===== src/sv/slr_pkg.sv =====
// ---------------------------------------------------------------------------
// Quaternion slerp package
// Shared constants, CORDIC angle table and word types of the slerp pipeline.
// ---------------------------------------------------------------------------
package slr_pkg;

  localparam int FRAC_BITS = 14;
  localparam int T_W       = 15;
  localparam int DOT_ONE   = 2 * FRAC_BITS;
  localparam int C_SHL     = 30 - 2 * FRAC_BITS;
  localparam int W_SHL     = 30 - FRAC_BITS;
  localparam int CORDIC_N  = 30;
  localparam int ROOT_W    = 31;
  localparam int DIV_NW    = 47;
  localparam int QUO_W     = 15;

  localparam logic [T_W-1:0] T_ONE      = T_W'(1 << FRAC_BITS);
  localparam logic [T_W-1:0] THR_RESET  = 15'd15892;
  localparam logic [33:0]    ROT_X0     = 34'd652032874;

  localparam logic [29:0] CORDIC_ANGLE [CORDIC_N] = '{
    30'd843314857, 30'd497837829, 30'd263043837, 30'd133525159, 30'd67021687,
    30'd33543516,  30'd16775851,  30'd8388437,   30'd4194283,   30'd2097149,
    30'd1048576,   30'd524288,    30'd262144,    30'd131072,    30'd65536,
    30'd32768,     30'd16384,     30'd8192,      30'd4096,      30'd2048,
    30'd1024,      30'd512,       30'd256,       30'd128,       30'd64,
    30'd32,        30'd16,        30'd8,         30'd4,         30'd2
  };

  typedef struct packed {
    logic signed [15:0] from_x;
    logic signed [15:0] from_y;
    logic signed [15:0] from_z;
    logic signed [15:0] from_w;
    logic signed [15:0] to_x;
    logic signed [15:0] to_y;
    logic signed [15:0] to_z;
    logic signed [15:0] to_w;
    logic [14:0]        blend;
  } slr_in_t;

  typedef struct packed {
    logic signed [15:0] res_x;
    logic signed [15:0] res_y;
    logic signed [15:0] res_z;
    logic signed [15:0] res_w;
    logic               used_linear;
    logic               degenerate;
  } slr_out_t;

  // Operands that ride along the angle part of the pipeline.
  typedef struct packed {
    logic [3:0][16:0] f;
    logic [3:0][15:0] g;
    logic [T_W-1:0]   t;
    logic             lin;
  } slr_side_t;

  // Operands that ride along the length square root.
  typedef struct packed {
    logic [3:0][ROOT_W-1:0] mag;
    logic [3:0]             sgn;
    logic                   lin;
    logic                   zero;
  } slr_nrm_t;

  typedef struct packed {
    logic [3:0] sgn;
    logic       lin;
    logic       zero;
  } slr_fin_t;

endpackage


===== src/sv/slr_isqrt.sv =====
// ---------------------------------------------------------------------------
// Pipelined integer square root
// Digit-by-digit restoring square root, one result bit per register stage.
// ---------------------------------------------------------------------------
module slr_isqrt import slr_pkg::*; #(
  parameter int OUT_W  = 31,
  parameter int SIDE_W = 1
) (
  input  logic                 clk_i,
  input  logic                 rst_ni,
  input  logic                 en_i,
  input  logic                 vld_i,
  input  logic [2*OUT_W-1:0]   rad_i,
  input  logic [SIDE_W-1:0]    side_i,
  output logic                 vld_o,
  output logic [OUT_W-1:0]     root_o,
  output logic [SIDE_W-1:0]    side_o
);

  localparam int RW = OUT_W + 3;

  logic [RW-1:0]        rem_q  [OUT_W];
  logic [RW-1:0]        rem_d  [OUT_W];
  logic [OUT_W-1:0]     root_q [OUT_W];
  logic [OUT_W-1:0]     root_d [OUT_W];
  logic [2*OUT_W-1:0]   rad_q  [OUT_W];
  logic [2*OUT_W-1:0]   rad_d  [OUT_W];
  logic [SIDE_W-1:0]    side_q [OUT_W];
  logic [OUT_W-1:0]     vld_q;

  logic [RW-1:0]        rem_s, remx, trial;
  logic [OUT_W-1:0]     root_s;
  logic [2*OUT_W-1:0]   rad_s;

  always_comb begin
    rem_s  = '0;
    remx   = '0;
    trial  = '0;
    root_s = '0;
    rad_s  = '0;
    for (int k = 0; k < OUT_W; k++) begin
      if (k == 0) begin
        rem_s  = '0;
        root_s = '0;
        rad_s  = rad_i;
      end else begin
        rem_s  = rem_q[k-1];
        root_s = root_q[k-1];
        rad_s  = rad_q[k-1];
      end
      remx  = {rem_s[RW-3:0], rad_s[2*OUT_W-1 -: 2]};
      trial = RW'({root_s, 2'b01});
      if (remx >= trial) begin
        rem_d[k]  = remx - trial;
        root_d[k] = {root_s[OUT_W-2:0], 1'b1};
      end else begin
        rem_d[k]  = remx;
        root_d[k] = {root_s[OUT_W-2:0], 1'b0};
      end
      rad_d[k] = {rad_s[2*OUT_W-3:0], 2'b00};
    end
  end

  always_ff @(posedge clk_i or negedge rst_ni) begin
    if (!rst_ni) begin
      vld_q <= '0;
    end else if (en_i) begin
      vld_q <= {vld_q[OUT_W-2:0], vld_i};
    end
  end

  always_ff @(posedge clk_i) begin
    if (en_i) begin
      for (int k = 0; k < OUT_W; k++) begin
        rem_q[k]  <= rem_d[k];
        root_q[k] <= root_d[k];
        rad_q[k]  <= rad_d[k];
        side_q[k] <= (k == 0) ? side_i : side_q[k-1];
      end
    end
  end

  assign vld_o  = vld_q[OUT_W-1];
  assign root_o = root_q[OUT_W-1];
  assign side_o = side_q[OUT_W-1];

endmodule


===== config.mk =====
export PLATFORM = sky130hd
export DESIGN_NAME = slr_isqrt
export DESIGN_NICKNAME = d
export VERILOG_FILES = /design/src/sv/slr_pkg.sv /design/src/sv/slr_isqrt.sv
export SDC_FILE = /design/constraint.sdc
export NUM_CORES = 2
export LEC_CHECK = 0
export BUFFER_PORTS_ARGS = -buffer_cell sky130_fd_sc_hd__buf_4
export CORE_ASPECT_RATIO = 1.75
export CORE_MARGIN = 1
export CORE_UTILIZATION = 35
export CTS_CLUSTER_DIAMETER = 100
export DETAILED_ROUTE_END_ITERATION = 16
export GPL_TIMING_DRIVEN = 1
export PLACE_DENSITY = 0.57
export SYNTH_ARGS = -nofsm -noshare
export SYNTH_HDL_FRONTEND = slang
export SYNTH_SLANG_ARGS = --single-unit

===== constraint.sdc =====
create_clock -name clk_i -period 4.84 [get_ports clk_i]
set_clock_uncertainty 0.2 [all_clocks]
set_input_delay 0.484 -clock clk_i [delete_from_list [all_inputs] [get_ports clk_i]]
set_output_delay 0.484 -clock clk_i [all_outputs]
set_load 0.02 [all_outputs]

After elaboration in Yosys (flattened, before gate mapping)

Memory sizes are Yosys's and may differ from the RTL's.
Index checks and enable logic that the tools add are counted.

Bits in registers: 31
Bits in writable memories: 3906
Input port bits: 67
Output and inout bits: 33
Word-level logic and storage cells: 131
Memories: 4

Add/sub/neg operators: 31
$lt $le $gt $ge: 31
Mux-type cells: 64

Memory list:

| name   | depth | bits a word | read ports | clocked after Yosys merged registers in | wr ports | line            | source |
|---|---|---|---|---|---|---|---|
| rad_q  | 31    | 60          | 30         | 0                                       | 31       | slr_isqrt.sv:26 | `logic [2*OUT_W-1:0] rad_q [OUT_W];` |
| rem_q  | 31    | 34          | 30         | 0                                       | 31       | slr_isqrt.sv:22 | `logic [RW-1:0] rem_q [OUT_W];` |
| root_q | 31    | 31          | 31         | 0                                       | 31       | slr_isqrt.sv:24 | `logic [OUT_W-1:0] root_q [OUT_W];` |
| side_q | 31    | 1           | 31         | 0                                       | 31       | slr_isqrt.sv:28 | `logic [SIDE_W-1:0] side_q [OUT_W];` |

Operators by type and width:

| kind                | count |
|---|---|
| $mux 34             | 31 |
| $ge 34x33->1        | 30 |
| $sub 34x33->34      | 30 |
| $mux 1              | 33 |
| $sub 2x1->3 const B | 1 |
| $ge 2x1->1 const B  | 1 |

Depth between registers and ports, before layout

An unclocked memory read counts as a cell.

Word-level depth: 3
Depth in mapped cells: 14
Depth with buffers taken out: 13

Worst setup path before layout

OpenSTA, ideal clock, no wires.

Kind: register to register
From: mem rem_q[1][273] in the netlist's numbering
To: mem rem_q[1][320] in the netlist's numbering (data pin)
Library setup time: 0.260 ns
Data arrival time: 2.772 ns
Required time: 4.380 ns
Setup slack: 1.608 ns
Cell stages (with the launch flop): 11
Path buffers: 1
Clock period less this slack: 3.232 ns
Cell sequence: edfxtp_1 ha_1 o21ai_0 a21oi_1 or4_1 and3_1 a31o_2 a21oi_1 a31o_2 buf_2 mux2_2

RTL lines:

| element     | line |
|---|---|
| from (decl) | slr_isqrt.sv:22 |

==> out/metrics.cfg <==
[synth]
yosys.area_share.simple_pct = 9.84
avgSynthCellArea_sq_um = 13.1
synth_top_area_cell = edfxtp_1
ys_seq_area_share_pct = 64.8
synth.area.mux_share_pct = 1.04
yosysUniqueCellTypes = 106
synth_nets = 9069
syn_inst = 8474
synthAdderAreaFrac_pct = 5.95
synthTopCellsByArea = edfxtp_1 (64%), ha_1 (5.9%), xnor2_1 (3.1%)
synth_xor_xnor_area_share_pct = 5.90
synth_compound_area_share_pct = 9.65
syn_area_sq_mm = 0.111
synth_edf_count = 2370
async_flop_share_pct = 1.29
synth-main-ff-cell = edfxtp_1
synth_top_family_by_area = simple AND/OR/NAND/NOR gates
yosys_warnings = 0
synth_top_area_share_pct = 64.1
synth_seq_cells = 2401

[pwr]
p_leak_nw = 47.6
ir_drop_v = 0.000366
switching_share_pct = 28.6
p_total_mw = 58.3
p_sw_mw = 16.7
p_int_mw = 41.6
pwr-share-comb_pct = 21.2
power_density_mw_per_mm2 = 463
clock_power_share_pct = 31.0
seqPwrFrac_pct = 47.7

[setup_path]
crit_path_top_delay_cell = a21boi_1
cp_num_buf_inv = 1
critPathMaxFanout = 16
cpPeakStageDelay_ns = 0.70
r2r.worst_path.cells = 11
crit-reg2reg-launch = rem_q[1][204]
required_ns = 5.22
cp.depth = 11
cp-end-kind = register
critPathTopFamily = compound AO/OA/AOI/OAI gates
start_kind = register
crit_start = rem_q[1][204]
critPathKind = register to register
crit_path_cell_trace = ha_1 -> nor2b_1 -> o31a_1 -> o2111ai_1 -> a21boi_1 -> o21ai_0 -> and3_1 -> buf_4 -> a2111oi_2 -> nand2_1 -> xnor2_1
cp.arrival_ns = 4.97

[job]
maxCapViolCount = 0

[global_routing]
gr-usage-met2_pct = 32.8
grt_pass1_vias = 70300
antenna_found_initial = 4
grt_util_met3_pct = 1.81
gr-total-overflow = 0
grt_first_pass_wirelength_microns = 375000
grt_use_met1_pct = 11.2
busiest_layer = met2
grt_util_all_layers_pct = 15.0
grt_start_max_net_pins = 159

[sta]
period_needed_ns = 4.59
max_freq_ghz = 0.218
tightest_slew_ns = 1.11
fin_crit_sh_pct = 94.8
setup_viol = 0
rsz0062_at_grt = no
final_hold_viol_count = 0
slew_violations = 0
fin_setup_tns_ns = 0
slew_headroom_pct = 25.1

[final_layout]
syn_to_final_growth_pct = 13.3
layout.nets = 9441
final_cell_mix = edfxtp_1 (2370), inv_1 (660), a21oi_1 (544)
drive_gt1_share_pct = 8.98
mostFrequentLayoutCell = edfxtp_1
final_util_pct = 39.8

[detailed_routing]
first_pass_iters = 9
wirelength_microns = 246000
num_vias = 66500
drcViolationCount = 0
ant_nets = 0
routed_via_density = 5.05
drt_iter0_markers = 3048
routedWlPerCell_microns = 18.7

[floorplanning]
row_count = 273
core_sq_mm = 0.316
die_y_microns = 747
die_x_microns = 428
io_pins = 100
dieArea_sq_mm = 0.320
start_util_pct = 35.2

[clocking]
cts_tree = done
clock_latency_ns = 0.91
cts.clk_slew.worst_paths_ns = 0.07
cts.sinks = 2401
cts_root_buffer = clkbuf_16
htreeDepth = 4
postCtsSetupBuffers = 0
clk_path_buf_depth = 4
numCtsBuffers = 234

[outcome]
status = complete, no violations

[worst_hold_path]
hold_depth = 2
hp-class = primary input to register
min_from = rad_i[50]

[placement]
dpl.hpwl_microns = 183000
port_buffers = 99
finalWeightedCongestion = 0.986

==> routing by layer <==
metal  up-vias  routed length, microns
li1      32200                       -
met1     32300                   71700
met2      1268                  149000
met3       725                    6540
met4         2                   18600
met5         -                      13
==> power by group through the flow <==
stage | registers (mW) | clock network [mW] | logic, mW
after floorplan | 27.6 | 0 | 8.65
after global placement | 28.2 | 0 | 12.0
after detailed placement | 28.2 | 0 | 12.2
after CTS | 27.8 | 18.7 | 12.4
after global routing | 28.0 | 19.4 | 13.6
final | 27.8 | 18.1 | 12.4
==> flip-flops by register name, summed over array words and instances, names as in the netlist <==
register  count
rad_q       930
rem_q       913
root_q      496
side_q       31
vld_q        31
==> synthesized netlist by cell type (29+ instances only) <==
| cell | instances |
|---|---|
| nor2_1 | 523 |
| a21oi_1 | 545 |
| xnor2_1 | 387 |
| a31oi_1 | 55 |
| xor2_1 | 361 |
| ha_1 | 528 |
| or4_1 | 46 |
| dfrtp_1 | 31 |
| or3_1 | 74 |
| nor4_1 | 111 |
| and2_1 | 29 |
| nand3_1 | 143 |
| a21o_1 | 208 |
| o21a_1 | 108 |
| or2_2 | 45 |
| o21bai_1 | 42 |
| mux2_2 | 96 |
| nand2_1 | 538 |
| clkbuf_1 | 121 |
| edfxtp_1 | 2370 |
| buf_2 | 41 |
| nand2b_1 | 94 |
| o31ai_1 | 59 |
| nor2b_1 | 61 |
| o21ai_0 | 376 |
| inv_1 | 660 |
| nand4_1 | 96 |
| nor3_1 | 215 |
| a211oi_1 | 39 |
| and3_1 | 45 |
==> cell type report <==
type	count	area, sq um
clock buffer	282	6090
clock inverter	143	1390
multi-input combinational	5239	36000
timing repair buffer	306	2730
antenna	8	20.0
sequential	2401	71900
inverter	664	2490
fill	29200	190000
tap	4125	5160
==> metrics by stage <==
stage | worst slack [ns] | cells | area (sq um) | hold slack, ns
global placement | 0.314 | 12700 | 118000 | 0.200
finish | 0.253 | 13200 | 126000 | 0.0889
floorplan | 1.61 | 8474 | 111000 | -0.0116
global route | 0.156 | 13200 | 126000 | 0.0423
CTS | 0.261 | 13200 | 126000 | 0.00433
detailed placement | 0.334 | 12700 | 118000 | 0.205
==> cell families (layout without fill, tap and decap cells) <==
family,after synthesis,count (layout)
DFF,2401,2401
and+or+nand+nor,2165,2165
AOI/OAI and AO/OA,1694,1694
buffers and inverters,834,1395
xor gates and xnor gates,748,748
adders and majority gates,528,528
muxes,103,103
other,1,9
==> final timing paths <==
path                       slack [ns]             to
max reg2reg                      0.25  rem_q[1][269]
max                              0.25  rem_q[1][269]
max in group asynchronous        3.85      vld_q[25]
min reg2reg                      0.18  rad_q[1][167]
min in group asynchronous        0.43      vld_q[16]
min                              0.09   rad_q[0][50]
==> timing repair <==
item / in CTS / in global routing
resized for setup: 0 / 0
hold endpoints to repair: 101 / 0
hold buffers: 69 / 0
No activity file was read; power rests on OpenSTA's default activity.
